===== src/rtl/assert_macros.svh =====
// Assertion macros shared by fgwd_ctrl and fgwd_dp.
`ifndef ASSERT_MACROS_SVH
`define ASSERT_MACROS_SVH

// prop must hold at every clock edge outside reset
`define ASSERT_PROP(lbl, clk, rst_n, prop, msg) \
    lbl: assert property (@(posedge clk) disable iff (!rst_n) prop) else $error(msg);

// cond must never be seen outside reset
`define ASSERT_NEVER(lbl, clk, rst_n, cond, msg) \
    lbl: assert property (@(posedge clk) disable iff (!rst_n) !(cond)) else $error(msg);

`endif


===== src/rtl/fgwd_pkg.sv =====
// ----------------------------------------------------------------------------
// fgwd_pkg
// Types and constants shared by the wall distance controller and datapath.
// ----------------------------------------------------------------------------
`default_nettype none

package fgwd_pkg;

    localparam int NORM_FRAC = 14;
    localparam int MUL_W     = 33;
    localparam int CNT_W     = 5;
    localparam int G_W       = 31;
    localparam int DIV_STEPS = 31;
    localparam int SQ_STEPS  = 32;

    typedef enum logic [3:0] {
        S_IDLE,
        S_AREA,
        S_MCAP,
        S_TLO,
        S_THI,
        S_ACC,
        S_DIV_INIT,
        S_DIV_STEP,
        S_SQ,
        S_GACC,
        S_RAD,
        S_SQRT_INIT,
        S_SQRT_STEP,
        S_OUT
    } t_state;

    typedef enum logic [2:0] {
        MUL_NONE,
        MUL_AREA,
        MUL_LO,
        MUL_HI,
        MUL_G
    } t_mul_op;

    typedef struct packed {
        logic        load_in;
        t_mul_op     mul_op;
        logic [1:0]  comp;
        logic        cap_m;
        logic        lo_cap;
        logic        acc_en;
        logic [1:0]  acc_comp;
        logic        gsq_clr;
        logic        div_init;
        logic        div_step;
        logic        gacc;
        logic        rad;
        logic        sqrt_init;
        logic        sqrt_sel;
        logic        sqrt_step;
        logic        root_cap;
        logic        out_load;
    } t_cmd;

    typedef struct packed {
        logic last;
        logic div_sat;
        logic out_busy;
    } t_sts;

endpackage

`default_nettype wire


===== src/rtl/fgwd_ctrl.sv =====
// ----------------------------------------------------------------------------
// fgwd_ctrl
// Sequencer: face accumulation, per-component divide, squares, two roots.
// ----------------------------------------------------------------------------
`default_nettype none

`include "assert_macros.svh"

module fgwd_ctrl (
    input  wire            i_clk,
    input  wire            i_rst_n,
    input  wire            i_valid,
    output logic           o_ready,
    input  fgwd_pkg::t_sts i_sts,
    output fgwd_pkg::t_cmd o_cmd
);
    import fgwd_pkg::*;

    t_state           r_state, n_state;
    logic [1:0]       r_k, n_k;
    logic [CNT_W-1:0] r_cnt, n_cnt;
    logic             r_pass, n_pass;

    always_ff @(posedge i_clk) begin
        if (!i_rst_n) begin
            r_state <= S_IDLE;
            r_k     <= '0;
            r_cnt   <= '0;
            r_pass  <= 1'b0;
        end else begin
            r_state <= n_state;
            r_k     <= n_k;
            r_cnt   <= n_cnt;
            r_pass  <= n_pass;
        end
    end

    // next state
    always_comb begin
        n_state = r_state;
        n_k     = r_k;
        n_cnt   = r_cnt;
        n_pass  = r_pass;
        case (r_state)
            S_IDLE: begin
                if (i_valid) n_state = S_AREA;
            end
            S_AREA: n_state = S_MCAP;
            S_MCAP: begin
                n_k     = '0;
                n_state = S_TLO;
            end
            S_TLO: n_state = S_THI;
            S_THI: begin
                if (r_k == 2'd2) begin
                    n_state = S_ACC;
                end else begin
                    n_k     = r_k + 2'd1;
                    n_state = S_TLO;
                end
            end
            S_ACC: begin
                n_k     = '0;
                n_state = i_sts.last ? S_DIV_INIT : S_IDLE;
            end
            S_DIV_INIT: begin
                n_cnt   = CNT_W'(DIV_STEPS - 1);
                n_state = i_sts.div_sat ? S_SQ : S_DIV_STEP;
            end
            S_DIV_STEP: begin
                if (r_cnt == '0) n_state = S_SQ;
                else n_cnt = r_cnt - 1'b1;
            end
            S_SQ: n_state = S_GACC;
            S_GACC: begin
                if (r_k == 2'd2) begin
                    n_state = S_RAD;
                end else begin
                    n_k     = r_k + 2'd1;
                    n_state = S_DIV_INIT;
                end
            end
            S_RAD: begin
                n_pass  = 1'b0;
                n_state = S_SQRT_INIT;
            end
            S_SQRT_INIT: begin
                n_cnt   = CNT_W'(SQ_STEPS - 1);
                n_state = S_SQRT_STEP;
            end
            S_SQRT_STEP: begin
                if (r_cnt == '0) begin
                    if (!r_pass) begin
                        n_pass  = 1'b1;
                        n_state = S_SQRT_INIT;
                    end else begin
                        n_state = S_OUT;
                    end
                end else begin
                    n_cnt = r_cnt - 1'b1;
                end
            end
            S_OUT: begin
                if (!i_sts.out_busy) n_state = S_IDLE;
            end
            default: n_state = S_IDLE;
        endcase
    end

    // outputs
    always_comb begin
        o_cmd   = '0;
        o_ready = 1'b0;
        o_cmd.mul_op = MUL_NONE;
        o_cmd.comp   = r_k;
        case (r_state)
            S_IDLE: begin
                o_ready       = 1'b1;
                o_cmd.load_in = i_valid;
            end
            S_AREA: o_cmd.mul_op = MUL_AREA;
            S_MCAP: o_cmd.cap_m = 1'b1;
            S_TLO: begin
                o_cmd.mul_op   = MUL_LO;
                o_cmd.acc_en   = (r_k != 2'd0);
                o_cmd.acc_comp = r_k - 2'd1;
            end
            S_THI: begin
                o_cmd.mul_op = MUL_HI;
                o_cmd.lo_cap = 1'b1;
            end
            S_ACC: begin
                o_cmd.acc_en   = 1'b1;
                o_cmd.acc_comp = 2'd2;
                o_cmd.gsq_clr  = 1'b1;
            end
            S_DIV_INIT: o_cmd.div_init = 1'b1;
            S_DIV_STEP: o_cmd.div_step = 1'b1;
            S_SQ:       o_cmd.mul_op   = MUL_G;
            S_GACC:     o_cmd.gacc     = 1'b1;
            S_RAD:      o_cmd.rad      = 1'b1;
            S_SQRT_INIT: begin
                o_cmd.sqrt_init = 1'b1;
                o_cmd.sqrt_sel  = r_pass;
            end
            S_SQRT_STEP: begin
                o_cmd.sqrt_step = 1'b1;
                o_cmd.root_cap  = (r_cnt == '0) && !r_pass;
            end
            S_OUT: o_cmd.out_load = !i_sts.out_busy;
            default: o_cmd = '0;
        endcase
    end

    `ASSERT_PROP(a_accept_starts, i_clk, i_rst_n, (i_valid && o_ready) |=> (r_state == S_AREA), "transfer did not start a face")
    `ASSERT_NEVER(a_load_busy, i_clk, i_rst_n, o_cmd.out_load && i_sts.out_busy, "result loaded over a pending one")
    `ASSERT_PROP(a_k_range, i_clk, i_rst_n, (r_state != S_IDLE) |-> (r_k != 2'd3), "component index out of range")

endmodule

`default_nettype wire


===== config.mk =====
export PLATFORM = sky130hd
export DESIGN_NAME = fgwd_ctrl
export DESIGN_NICKNAME = d
export VERILOG_FILES = /design/src/rtl/fgwd_pkg.sv /design/src/rtl/fgwd_ctrl.sv
export VERILOG_INCLUDE_DIRS = /design/src /design/src/rtl
export SDC_FILE = /design/constraint.sdc
export NUM_CORES = 1
export LEC_CHECK = 0
export BUFFER_PORTS_ARGS = -buffer_cell sky130_fd_sc_hd__buf_2
export CORE_MARGIN = 10
export CORE_UTILIZATION = 45
export CTS_BUF_LIST = sky130_fd_sc_hd__clkbuf_8
export DETAILED_ROUTE_END_ITERATION = 8
export GPL_ROUTABILITY_DRIVEN = 0
export PLACE_DENSITY = 0.7
export SYNTH_ARGS = -nofsm -noshare
export SYNTH_HDL_FRONTEND = slang
export SYNTH_SLANG_ARGS = --single-unit
export TNS_END_PERCENT = 1

===== constraint.sdc =====
create_clock -name i_clk -period 6.6 [get_ports i_clk]
set_input_delay 1.65 -clock i_clk [delete_from_list [all_inputs] [get_ports i_clk]]
set_output_delay 1.65 -clock i_clk [all_outputs]
set_load 0.02 [all_outputs]

==> metrics <==
first-pass GRT wire length around 4300 µm; YS warnings 0; initial antenna violation count 0; layout cells sized above 1 between 20% and 30%; CORE AREA 2190 µm²; Die Width ~68 µm; Cell Pwr Density 140 nW/µm²; status completed; Setup CP Type reg -> out; Final Slew Violations 0; CP max stage delay between 0.5 and 0.6 ns; Port Buffers 27; die area ~4600 µm²; Tmin final around 3.8 ns; Req. time, crit path about 5.0 ns; syn nets 150; max_slew headroom a little over half; slowest CP cell or4b_1; ys async rst share 0%; Num CTS Buffers 3; post-synthesis cell type count 42; Placed Cells approximately 180; Hold WS roughly 0.5 ns; diodes inserted 0; Worst Hold Class reg -> reg; synthesized area about 1000 µm²; Least-Margin Pin Slew approximately 0.69 ns; CP endpoint kind primary output; Via density about 5.6; commonest non-fill, non-tap cell in the layout buf_2; aggregate routed wire length approximately 2600 µm; Crit Path Max Fanout 6; Initial Utilization between 40% and 50%; number of global-route vias before repair 978; Post-CTS Hold Buffers 0; Tcrit/Tclk final between 50% and 60%; type of origin of the critical path register; Post-DRT Antenna Nets 0; layout net count 170; Top FF cell, synth dfxtp_1; largest net degree at the start of global routing 25; detailed-route via count between 1000 and 1500; clock sink count 12; clock root cell clkbuf_8; Post-synth EDFFs 0; chip height around 68 µm; setup TNS 0 ns; initial drt markers 88; Final HPWL DP roughly 2000 µm; Max Clk Rate roughly 260 MHz; Total GRT Usage a little under an eighth; DRC 0; mean post-synth cell area 7.25 µm²; H-tree depth 1; Cell Rows 17; Final Skew 0.000474 ns; most frequent cells in the layout buf_2, dfxtp_1, nor2_1; post-CTS sizing 0; final setup fails 0; Synth Register Bits 12; Cells after Synth 141; Top Family by Delay on Critical Path simple AND/OR/NAND/NOR gates; CP Cell Sequence inv_1 > ha_1 > or4b_1 > or4_1 > nor2_1 > buf_2; postcts setup bufs 0; wire per inst between 10 and 15 µm; static leakage power roughly 0.5 nW; worst endpoint data arrival time 2.16 ns; I/O Pins 28; maximum vdd drop 0.113 mV; Max clock buf depth 2; Hold Vio Cnt, Final 0; Syn-to-layout area delta 15.8%; First-pass DRT Iterations 4; worst path buffer plus inverter count 2; Finished Layout Cells between 150 and 200; grt ovf 0; Seq/Total Area, Yosys about a quarter; Clk pin slew, worst setup/hold paths 0.05 ns; number of max-cap violations 0; unrepaired setup endpoints after global routing no; CTS tree built; clk_lat worst skew between 0.2 and 0.25 ns
-- routing by layer --
metal | wire length (µm) | share of wire [%] | GRT usage (%)
met1 | 1160 | 44 | 12.8
met2 | 1280 | 49 | 21.1
met3 | 138 | 5.3 | 2.15
met4 | 40 | 1.5 | 5.38
met5 | 0 | 0 | 0
-- cell type report --
class | instances | area (µm²)
Fill cell | 232 | 1010
Inverter | 9 | 33.8
Timing Repair Buffer | 27 | 135
Multi-Input combinational cell | 108 | 698
Tap cell | 28 | 35.0
Sequential cell | 12 | 240
Clock buffer | 3 | 41.3
-- report_power, final --
| part | total, mW | internal (mW) | switching [mW] | leakage, nW |
|---|---|---|---|---|
| Clock | 0.0645 | 0.0400 | 0.0244 | 0.0216 |
| Combinational | 0.0225 | 0.00954 | 0.0129 | 0.383 |
| Sequential | 0.0787 | 0.0736 | 0.00511 | 0.0970 |
| Total | 0.166 | 0.123 | 0.0425 | 0.502 |
-- cell families after synthesis --
kind of cell             after synthesis  synth area share [%]
AND/OR/NAND/NOR                       61                  34.3
multiplexers                           1                 0.979
flip-flops                            12                  23.5
AO/OA/AOI/OAI                         41                  27.7
XOR/XNOR                               2                  1.71
adder cells (fa/ha/maj)                3                  3.67
buffers and inverters                 21                  8.20
-- tightest hold or removal path, cell delays in order, from the launching register on --
cell and delay, ns:
dfxtp_1 0.32, o21ai_0 0.07, a21boi_1 0.06
-- synthesized netlist by cell type (2+ instances only) --
master    number  area share, %
nand3_1        6            2.9
nand2_1        7            2.6
ha_1           3            3.7
o211ai_1       6            4.4
o22ai_1        3            1.8
a211o_1        2            1.7
nor3b_1        3            2.2
nand2b_1       9            5.5
o31ai_1        4            2.9
nor2_1        11            4.0
o21ai_0        7            3.4
dfxtp_1       12             24
nor3_1         6            2.9
a21boi_1       3            2.2
a21oi_1        9            4.4
and2_1         4            2.4
and3b_1        3            2.6
clkbuf_1       7            2.6
nor2b_1        3            1.8
inv_1          9            3.3
buf_1          3            1.1
-- metrics by stage --
step	util [%]	area (µm²)	power (mW)	setup WS (ns)
after global placement	52.1	1140	0.102	2.85
after CTS	54.0	1180	0.168	2.77
final	54.0	1180	0.166	2.79
after floorplan	-	1020	0.0954	2.80
after global routing	54.0	1180	0.174	2.65
after detailed placement	52.1	1140	0.103	2.84
-- state kept, by name, summed over array words and instances, names as in the netlist --
register and cells:
r_k 2, r_state 4, r_cnt 5, r_pass 1
-- worst paths after layout --
| path | startpoint | end | cells past startpoint | slack [ns] |
|---|---|---|---|---|
| setup / recovery | r_cnt[0] | o_cmd[1] | 6 | 2.79 |
| hold / removal | r_pass | r_pass | 2 | 0.50 |
| setup reg to reg | r_cnt[0] | r_state[2] | 6 | 4.64 |
| hold reg to reg | r_pass | r_pass | 2 | 0.50 |
(Power assumes the default switching activity.)
